===== config.mk =====
export PLATFORM = sky130hd
export DESIGN_NAME = line_substring_matcher_core_flat
export DESIGN_NICKNAME = d
export VERILOG_FILES = /design/src/rtl/core/lsm_pkg.sv /design/src/rtl/core/lsm_if.sv /design/src/rtl/core/lsm_cfg.sv /design/src/rtl/core/lsm_cell.sv /design/src/rtl/core/line_substring_matcher_core.sv /design/src/flat_wrapper.sv
export SDC_FILE = /design/constraint.sdc
export NUM_CORES = 1
export LEC_CHECK = 0
export BUFFER_PORTS_ARGS = -buffer_cell sky130_fd_sc_hd__buf_2
export CELL_PAD_IN_SITES_DETAIL_PLACEMENT = 2
export CELL_PAD_IN_SITES_GLOBAL_PLACEMENT = 2
export CORE_ASPECT_RATIO = 1.25
export CORE_MARGIN = 2
export CORE_UTILIZATION = 44
export DETAILED_ROUTE_END_ITERATION = 10
export PLACE_DENSITY_LB_ADDON = 0.1
export SLEW_MARGIN = 20
export SYNTH_ARGS = -nofsm -noshare
export SYNTH_HDL_FRONTEND = slang
export SYNTH_SLANG_ARGS = --single-unit

===== constraint.sdc =====
create_clock -name clk -period 18.7 [get_ports clk]
set_input_delay 0.935 -clock clk [delete_from_list [all_inputs] [get_ports clk]]
set_output_delay 0.935 -clock clk [all_outputs]
set_load 0.005 [all_outputs]

===== src/rtl/core/lsm_pkg.sv =====
// Shared constants, types and byte folding for the line substring matcher.
package lsm_pkg;

	localparam int MAX_KEY_LEN = 16;
	localparam int KEY_BYTES   = 16;
	localparam int KEY_IDX_W   = $clog2(KEY_BYTES);
	localparam int LEN_W       = 5;
	localparam int APB_ADDR_W  = 5;
	localparam int APB_DATA_W  = 64;

	localparam logic [7:0] BYTE_NEWLINE = 8'd10;
	localparam logic [7:0] BYTE_NUL     = 8'd0;
	localparam logic [7:0] BYTE_LOWER_A = 8'd97;
	localparam logic [7:0] BYTE_LOWER_Z = 8'd122;
	localparam logic [7:0] CASE_OFFSET  = 8'd32;

	typedef enum logic [1:0] {
		REG_KEY_LOW     = 2'd0,
		REG_KEY_HIGH    = 2'd1,
		REG_KEY_LEN     = 2'd2,
		REG_IGNORE_CASE = 2'd3
	} reg_idx_t;

	typedef struct packed {
		logic [63:0]      key_low;
		logic [63:0]      key_high;
		logic [LEN_W-1:0] key_len;
		logic             ignore_case;
	} cfg_t;

	function automatic logic [7:0] fold_byte(input logic [7:0] b, input logic ic);
		if (ic && b >= BYTE_LOWER_A && b <= BYTE_LOWER_Z) begin
			return b - CASE_OFFSET;
		end
		return b;
	endfunction

endpackage


===== src/rtl/core/lsm_if.sv =====
// Stream interfaces for text bytes in and per-byte line results out.
interface lsm_text_if;
	logic       valid;
	logic       ready;
	logic [7:0] data_byte;
	logic       end_of_stream;

	modport source (output valid, output data_byte, output end_of_stream, input ready);
	modport sink (input valid, input data_byte, input end_of_stream, output ready);
endinterface

interface lsm_result_if;
	logic valid;
	logic ready;
	logic line_end;
	logic line_matched;

	modport source (output valid, output line_end, output line_matched, input ready);
	modport sink (input valid, input line_end, input line_matched, output ready);
endinterface


===== src/rtl/core/lsm_cfg.sv =====
// APB register file holding the keyword, its length and the case mode.
module lsm_cfg
	import lsm_pkg::*;
(
	input  logic                  clk,
	input  logic                  arst_n,
	input  logic                  psel,
	input  logic                  penable,
	input  logic                  pwrite,
	input  logic [APB_ADDR_W-1:0] paddr,
	input  logic [APB_DATA_W-1:0] pwdata,
	output logic [APB_DATA_W-1:0] prdata,
	output logic                  pready,
	output cfg_t                  cfg
);

	cfg_t     cfg_q;
	reg_idx_t idx;
	logic     wr_en;

	assign idx    = reg_idx_t'(paddr[APB_ADDR_W-1:3]);
	assign wr_en  = psel && penable && pwrite;
	assign pready = 1'b1;
	assign cfg    = cfg_q;

	always_ff @(posedge clk or negedge arst_n) begin
		if (!arst_n) begin
			cfg_q <= '0;
		end else if (wr_en) begin
			unique case (idx)
				REG_KEY_LOW:     cfg_q.key_low     <= pwdata;
				REG_KEY_HIGH:    cfg_q.key_high    <= pwdata;
				REG_KEY_LEN:     cfg_q.key_len     <= pwdata[LEN_W-1:0];
				REG_IGNORE_CASE: cfg_q.ignore_case <= pwdata[0];
			endcase
		end
	end

	always_comb begin
		unique case (idx)
			REG_KEY_LOW:     prdata = cfg_q.key_low;
			REG_KEY_HIGH:    prdata = cfg_q.key_high;
			REG_KEY_LEN:     prdata = APB_DATA_W'(cfg_q.key_len);
			REG_IGNORE_CASE: prdata = APB_DATA_W'(cfg_q.ignore_case);
		endcase
	end

endmodule


===== src/rtl/core/lsm_cell.sv =====
// One window cell: compares the byte it receives and holds it for its neighbor.
module lsm_cell
	import lsm_pkg::*;
(
	input  logic       clk,
	input  logic       arst_n,
	input  logic       shift,
	input  logic       clear,
	input  logic       ignore_case,
	input  logic       care,
	input  logic [7:0] key_byte,
	input  logic [7:0] byte_in,
	input  logic       valid_in,
	output logic [7:0] byte_out,
	output logic       valid_out,
	output logic       ok
);

	logic [7:0] byte_q;
	logic       valid_q;

	// A keyword position outside the length in use always agrees.
	assign ok = !care || (valid_in && key_byte != BYTE_NUL &&
		fold_byte(byte_in, ignore_case) == fold_byte(key_byte, ignore_case));

	always_ff @(posedge clk) begin
		if (shift) begin
			byte_q <= byte_in;
		end
	end

	always_ff @(posedge clk or negedge arst_n) begin
		if (!arst_n) begin
			valid_q <= 1'b0;
		end else if (shift) begin
			valid_q <= clear ? 1'b0 : valid_in;
		end
	end

	assign byte_out  = byte_q;
	assign valid_out = valid_q;

endmodule


===== src/rtl/core/line_substring_matcher_core.sv =====
// Top level: keyword search over a byte stream through a row of window cells.
//
//   port     | dir | kind         | carries
//   ---------+-----+--------------+-------------------------------------------
//   text     | in  | valid/ready  | data_byte, end_of_stream
//   result   | out | valid/ready  | line_end, line_matched
//   apb      | in  | APB, 64 bits | keyword_bytes_low/high, keyword_length,
//            |     |              | ignore_case at byte addresses 0, 8, 16, 24
//
// One byte per cycle unless a full result register is stalled; each request yields its result in the next cycle.
// All cells compare their incoming window byte against the keyword in the
// same cycle, so the cell row and the result register set the rate.
// Reset clears the cell valid bits and line flags; no clearing pass is needed.
// A stalled result holds the input only when the result register is full.
module line_substring_matcher_core
	import lsm_pkg::*;
(
	input  logic                  clk,
	input  logic                  arst_n,
	input  logic                  psel,
	input  logic                  penable,
	input  logic                  pwrite,
	input  logic [APB_ADDR_W-1:0] paddr,
	input  logic [APB_DATA_W-1:0] pwdata,
	output logic [APB_DATA_W-1:0] prdata,
	output logic                  pready,
	lsm_text_if.sink              text,
	lsm_result_if.source          result
);

	cfg_t cfg;

	logic [7:0]             key_arr [KEY_BYTES];
	logic [7:0]             chain_byte [MAX_KEY_LEN];
	logic                   chain_valid [MAX_KEY_LEN];
	logic [MAX_KEY_LEN-1:0] cell_ok;
	logic [LEN_W-1:0]       len_eff;

	logic accept;
	logic line_end_now;
	logic zero_now;
	logic hit;
	logic match_now;

	logic zero_seen_q;
	logic match_seen_q;
	logic out_valid_q;
	logic line_end_q;
	logic line_matched_q;

	lsm_cfg u_cfg (
		.clk     (clk),
		.arst_n  (arst_n),
		.psel    (psel),
		.penable (penable),
		.pwrite  (pwrite),
		.paddr   (paddr),
		.pwdata  (pwdata),
		.prdata  (prdata),
		.pready  (pready),
		.cfg     (cfg)
	);

	for (genvar j = 0; j < KEY_BYTES; j++) begin : g_key
		if (j < 8) begin : g_lo
			assign key_arr[j] = cfg.key_low[8*j +: 8];
		end else begin : g_hi
			assign key_arr[j] = cfg.key_high[8*(j-8) +: 8];
		end
	end

	assign len_eff = (cfg.key_len > LEN_W'(MAX_KEY_LEN)) ? LEN_W'(MAX_KEY_LEN) : cfg.key_len;

	assign accept        = text.valid && text.ready;
	assign text.ready    = !out_valid_q || result.ready;
	assign line_end_now  = (text.data_byte == BYTE_NEWLINE) || text.end_of_stream;
	assign zero_now      = zero_seen_q || (text.data_byte == BYTE_NUL);

	// The incoming byte is window position zero and is always part of the line.
	assign chain_byte[0]  = text.data_byte;
	assign chain_valid[0] = 1'b1;

	for (genvar i = 0; i < MAX_KEY_LEN; i++) begin : g_cell
		logic [LEN_W-1:0]     sel;
		logic [KEY_IDX_W-1:0] idx;
		logic                 care;

		// Window position i lines up with keyword byte len-1-i.
		assign care = LEN_W'(i) < len_eff;
		assign sel  = len_eff - LEN_W'(i) - LEN_W'(1);
		assign idx  = sel[KEY_IDX_W-1:0];

		if (i < MAX_KEY_LEN - 1) begin : g_mid
			lsm_cell u_cell (
				.clk         (clk),
				.arst_n      (arst_n),
				.shift       (accept),
				.clear       (line_end_now),
				.ignore_case (cfg.ignore_case),
				.care        (care),
				.key_byte    (key_arr[idx]),
				.byte_in     (chain_byte[i]),
				.valid_in    (chain_valid[i]),
				.byte_out    (chain_byte[i+1]),
				.valid_out   (chain_valid[i+1]),
				.ok          (cell_ok[i])
			);
		end else begin : g_last
			lsm_cell u_cell (
				.clk         (clk),
				.arst_n      (arst_n),
				.shift       (accept),
				.clear       (line_end_now),
				.ignore_case (cfg.ignore_case),
				.care        (care),
				.key_byte    (key_arr[idx]),
				.byte_in     (chain_byte[i]),
				.valid_in    (chain_valid[i]),
				.byte_out    (),
				.valid_out   (),
				.ok          (cell_ok[i])
			);
		end
	end

	assign hit       = (&cell_ok) && (len_eff != '0) && !zero_now;
	assign match_now = match_seen_q || hit;

	always_ff @(posedge clk or negedge arst_n) begin
		if (!arst_n) begin
			zero_seen_q  <= 1'b0;
			match_seen_q <= 1'b0;
		end else if (accept) begin
			zero_seen_q  <= line_end_now ? 1'b0 : zero_now;
			match_seen_q <= line_end_now ? 1'b0 : match_now;
		end
	end

	always_ff @(posedge clk or negedge arst_n) begin
		if (!arst_n) begin
			out_valid_q <= 1'b0;
		end else if (text.ready) begin
			out_valid_q <= text.valid;
		end
	end

	always_ff @(posedge clk) begin
		if (accept) begin
			line_end_q     <= line_end_now;
			line_matched_q <= line_end_now && ((len_eff == '0) || match_now);
		end
	end

	assign result.valid        = out_valid_q;
	assign result.line_end     = line_end_q;
	assign result.line_matched = line_matched_q;

	a_line_flags_clear: assert property (@(posedge clk) disable iff (!arst_n)
		accept && line_end_now |=> !zero_seen_q && !match_seen_q)
		else $error("line flags not cleared after line end");

	a_zero_sticks: assert property (@(posedge clk) disable iff (!arst_n)
		accept && !line_end_now && text.data_byte == BYTE_NUL |=> zero_seen_q)
		else $error("zero byte not recorded");

	a_window_cleared: assert property (@(posedge clk) disable iff (!arst_n)
		accept && line_end_now |=> !chain_valid[1])
		else $error("window not invalidated at line end");

	a_result_follows: assert property (@(posedge clk) disable iff (!arst_n)
		accept |=> out_valid_q)
		else $error("accepted request produced no result");

	a_stall_holds: assert property (@(posedge clk) disable iff (!arst_n)
		out_valid_q && !result.ready |=> out_valid_q && $stable(line_matched_q))
		else $error("stalled result changed");

endmodule

===== src/flat_wrapper.sv =====
// flat-port wrapper written by rule: the top's interface ports become plain ports
module line_substring_matcher_core_flat import lsm_pkg::*;
  (clk, arst_n, psel, penable, pwrite, paddr, pwdata, prdata, pready, text_valid, text_data_byte, text_end_of_stream, text_ready, result_valid, result_line_end, result_line_matched, result_ready);
  lsm_text_if text_i ();
  lsm_result_if result_i ();
  input  logic clk;
  input  logic arst_n;
  input  logic psel;
  input  logic penable;
  input  logic pwrite;
  input  logic [APB_ADDR_W-1:0] paddr;
  input  logic [APB_DATA_W-1:0] pwdata;
  output logic [APB_DATA_W-1:0] prdata;
  output logic pready;
  input wire logic [$bits(text_i.valid)-1:0] text_valid;
  input wire logic [$bits(text_i.data_byte)-1:0] text_data_byte;
  input wire logic [$bits(text_i.end_of_stream)-1:0] text_end_of_stream;
  output wire logic [$bits(text_i.ready)-1:0] text_ready;
  output wire logic [$bits(result_i.valid)-1:0] result_valid;
  output wire logic [$bits(result_i.line_end)-1:0] result_line_end;
  output wire logic [$bits(result_i.line_matched)-1:0] result_line_matched;
  input wire logic [$bits(result_i.ready)-1:0] result_ready;
  assign text_i.valid = text_valid;
  assign text_i.data_byte = text_data_byte;
  assign text_i.end_of_stream = text_end_of_stream;
  assign text_ready = text_i.ready;
  assign result_valid = result_i.valid;
  assign result_line_end = result_i.line_end;
  assign result_line_matched = result_i.line_matched;
  assign result_i.ready = result_ready;
  line_substring_matcher_core u_core (.clk(clk), .arst_n(arst_n), .psel(psel), .penable(penable), .pwrite(pwrite), .paddr(paddr), .pwdata(pwdata), .prdata(prdata), .pready(pready), .text(text_i), .result(result_i));
endmodule

==> out/qor.log <==
INFO  worst_setup_path cp.arrival=8490ps
INFO  global_routing grt_antenna_before_repair=5
INFO  cts            cts_num_sinks=274
INFO  timing         worst_pin_slew=1290ps
INFO  synthesis      synth.avg_cell_area=9.53um2
INFO  synthesis      yosys.area_share.simple=14.7%
INFO  timing         timing.final.crit_share=43.0%
INFO  synthesis      synthCells=2837
INFO  die            core_area=60800um2
INFO  detailed_routing via_count=26900
INFO  synthesis      post-synth-top-area-cell=mux2i_1
INFO  timing         worst_clock_skew=20.5ps
INFO  synthesis      yosys.cell_types.count=96
INFO  cts            cts_resized=0
INFO  synthesis      synth.yosys.warnings=0
INFO  synthesis      synth_enable_flop_cells=122
INFO  timing         fmax_achieved=124MHz
INFO  detailed_routing detail-route-antenna-nets=0
INFO  cts            clk_root_buffer_cell=clkbuf_16
INFO  synthesis      mappedNetlistArea=27000um2
INFO  detailed_routing drc=0
INFO  placement      dp_hpwl=107000um
INFO  timing         finalSetupViolations=0
INFO  timing         rsz0062_at_grt=no
INFO  detailed_routing finalWirelength=147000um
INFO  power_and_ir_drop powerDensity=174nW/um2
INFO  worst_setup_path cp_endpoint_kind=register
INFO  synthesis      synth_top_area_share=14.4%
INFO  finish         fraction_of_final_layout_cells_sized_beyond_drive_strength_1=22.8%
INFO  die            starting_density=44.5%
INFO  cts            insertion_delay=620ps
INFO  finish         syn2layout_area_growth=9.68%
INFO  global_routing grt_max_degree=150
INFO  job            max_cap_viol_count=0
INFO  finish         net_count_reported_at_finish=2983
INFO  global_routing grt_first_pass_wirelength=209000um
INFO  die            die_h=281um
INFO  cts            htree_num_levels=1
INFO  hold_path      holdCritPathClass=input port to async pin
INFO  global_routing grt-ovfl-total=0
INFO  synthesis      yosys_most_used_dff=dfrtp_1
INFO  synthesis      synthMuxAreaShare=31.7%
INFO  power_and_ir_drop ir_worst_vdd=0.0000886V
INFO  run_status     status=completed
INFO  detailed_routing wl_per_cell=39.6um
INFO  cts            cts_tree=done
INFO  timing         slew_limit_headroom=13.4%
INFO  cts            post-cts-setup-buffer-count=0
INFO  synthesis      synth_seq_area_share=27.6%
INFO  synthesis      synth_xor_area_share=4.66%
INFO  timing         shortest_clock_period_the_worst_path_allows_after_layout=8040ps
INFO  global_routing grt_pass1_vias=28600
INFO  cts            cts.path.max_buffers=3
INFO  synthesis      synth_nets=2961
INFO  synthesis      yosys_register_bits=274
INFO  worst_setup_path crit_path_start_kind=register
INFO  timing         finalHoldViolCount=0
INFO  detailed_routing viasPerCell=7.26
INFO  worst_setup_path critPathRequiredTime=19150ps
INFO  timing         drv_slew=0
INFO  global_routing grt_use_total=46.1%
INFO  placement      gp_congestion=1.04
INFO  cts            cts_hold_repair.buffers=0
INFO  placement      postPlaceCellArea=28600um2
INFO  synthesis      yosys.cell_count.top_type=mux2i_1
INFO  cts            clkTransAtPathRegs=60ps
INFO  timing         fin_tns_setup=0ps
INFO  finish         design_area=29600um2
INFO  synthesis      synth.area.top_cells=mux2i_1 (14%), dfrtp_1 (14%), edfxtp_1 (14%), mux2_2 (8.8%), mux4_2 (8.4%)
INFO  placement      buffers_added_on_ports=149
INFO  synthesis      synthArstFlopShare=55.5%
INFO  power_and_ir_drop static-leakage-power=0.0120uW
INFO  cts            number_of_cts_inserted_buffers=30
INFO  die            die-area=63400um2
INFO  worst_setup_path worst-setup-path-type=register to register
INFO  synthesis      synth_adder_area_share=1.81%
INFO  die            io_pins=154
INFO  synthesis      synth_top_family_by_area=multiplexers
INFO  detailed_routing drt_pass1_iterations=6
INFO  synthesis      share_of_the_synthesized_area_in_compound_gates_ao_oa_aoi_oai=14.6%
INFO  die            num_rows=101
INFO  worst_setup_path critPathMaxFanout=43
INFO  detailed_routing first_iter_violations=2894
INFO  die            die-width=226um
INFO  synthesis      synth_common_cells=mux2i_1 (390), nand2_1 (252), mux2_2 (211), nor2_1 (182), dfrtp_1 (152)
-- worst max-delay path: stages, from the launching register on --
cell and delay (ps):
dfrtp_2 350, buf_4 380, buf_4 530, nand2b_4 460, inv_2 300, ha_4 480, or3b_1 830, o22a_1 330
o221ai_1 900, mux2i_1 170, mux2i_1 350, o21ai_0 190, a211oi_1 410, a21oi_1 120, a211oi_1 720, nand4_1 320
nor4_1 330, nand4_1 370, a21oi_1 270
-- final cells by class --
cell class                 instances  area (um2)
multi-input combinational       2242       18500
tap                              824        1030
clock inverter                    10        80.1
timing repair buffer             224        1330
clock buffer                      46         932
sequential                       274        7470
antenna                            3        7.51
inverter                          87         332
fill                            6331       31100
-- cells by family after synthesis --
kind of cell,count (synthesis)
other cells,1
simple gates,808
xor+xnor,139
mux,704
compound gates,551
fa+ha+maj,39
flops,274
buf+inv,321
-- stage by stage --
| step | hold slack [ps] | util (%) | power (uW) | instances | worst slack (ps) |
|---|---|---|---|---|---|
| after floorplan | 426 | - | 2990 | 2837 | 11930 |
| after global placement | 442 | 47.0 | 4170 | 3649 | 10850 |
| after detailed placement | 442 | 47.0 | 4340 | 3649 | 10640 |
| after CTS | 439 | 48.7 | 5000 | 3705 | 10610 |
| after global routing | 464 | 48.8 | 5300 | 3707 | 10560 |
| final | 397 | 48.8 | 5160 | 3710 | 10660 |
-- power breakdown --
part | internal, uW | switching (uW) | total [uW]
clock | 356 | 272 | 629
sequential | 715 | 316 | 1030
combinational | 1270 | 2230 | 3500
-- cells in the final DEF, fill, tap and decap left out, types with 17 or more instances in the layout --
cell | Yosys | layout
a211oi_1 | 33 | 32
ha_1 | 39 | 38
nor3_1 | 82 | 81
dfrtp_1 | 152 | 149
mux2i_1 | 390 | 388
buf_4 | 9 | 73
nand3_1 | 61 | 61
mux2_2 | 211 | 211
a21o_1 | 23 | 23
o221ai_1 | 20 | 19
buf_2 | 46 | 147
or4_1 | 24 | 24
nor4_1 | 24 | 23
a22oi_1 | 17 | 17
clkbuf_16 | 0 | 33
o21ai_0 | 81 | 81
xnor2_1 | 87 | 79
or3_1 | 19 | 19
nand2b_1 | 21 | 21
inv_1 | 84 | 82
nand4_1 | 28 | 28
a21oi_1 | 95 | 93
edfxtp_1 | 122 | 122
o22ai_1 | 28 | 27
a31oi_1 | 26 | 26
nor2_1 | 182 | 182
nand2_1 | 252 | 251
xor2_1 | 49 | 49
o22a_1 | 21 | 21
mux4_2 | 101 | 101
and2_1 | 18 | 18
o211ai_1 | 29 | 29
a311oi_1 | 19 | 19
-- sequential cells by signal, summed over array words and instances (netlist names) --
signal,cells
u_core.u_cfg.cfg,134
u_core.g_cell.g_mid.u_cell.byte_out,120
u_core.g_cell.g_mid.u_cell.valid_out,15
u_core.match_seen_q,1
u_core.result.line_end,1
u_core.result.line_matched,1
u_core.result.valid,1
u_core.zero_seen_q,1
-- final timing paths --
check | to | start | cells after the start | slack (ps)
worst max-delay path | u_core.result.line_matched | u_core.u_cfg.cfg[5] | 18 | 10660
worst min-delay path | u_core.g_cell[14].g_mid.u_cell.valid_out | arst_n | 1 | 400
worst max register to register | u_core.result.line_matched | u_core.u_cfg.cfg[5] | 18 | 10660
worst min register to register | u_core.g_cell[3].g_mid.u_cell.byte_out[6] | u_core.g_cell[2].g_mid.u_cell.byte_out[6] | 0 | 450
max in group asynchronous | u_core.u_cfg.cfg[2] | arst_n | 2 | 16680
min in group clk | u_core.g_cell[3].g_mid.u_cell.byte_out[6] | u_core.g_cell[2].g_mid.u_cell.byte_out[6] | 0 | 450
-- layer usage --
metal  track usage [%]  wire (um)  vias up
li1                  -          -    10900
met4              36.9      14600        2
met1              53.5      52900    13800
met2              73.3      66400     1649
met5             0.629         13        -
met3              10.1      12900      608
Note: power is estimated with default switching activity, not from simulation.
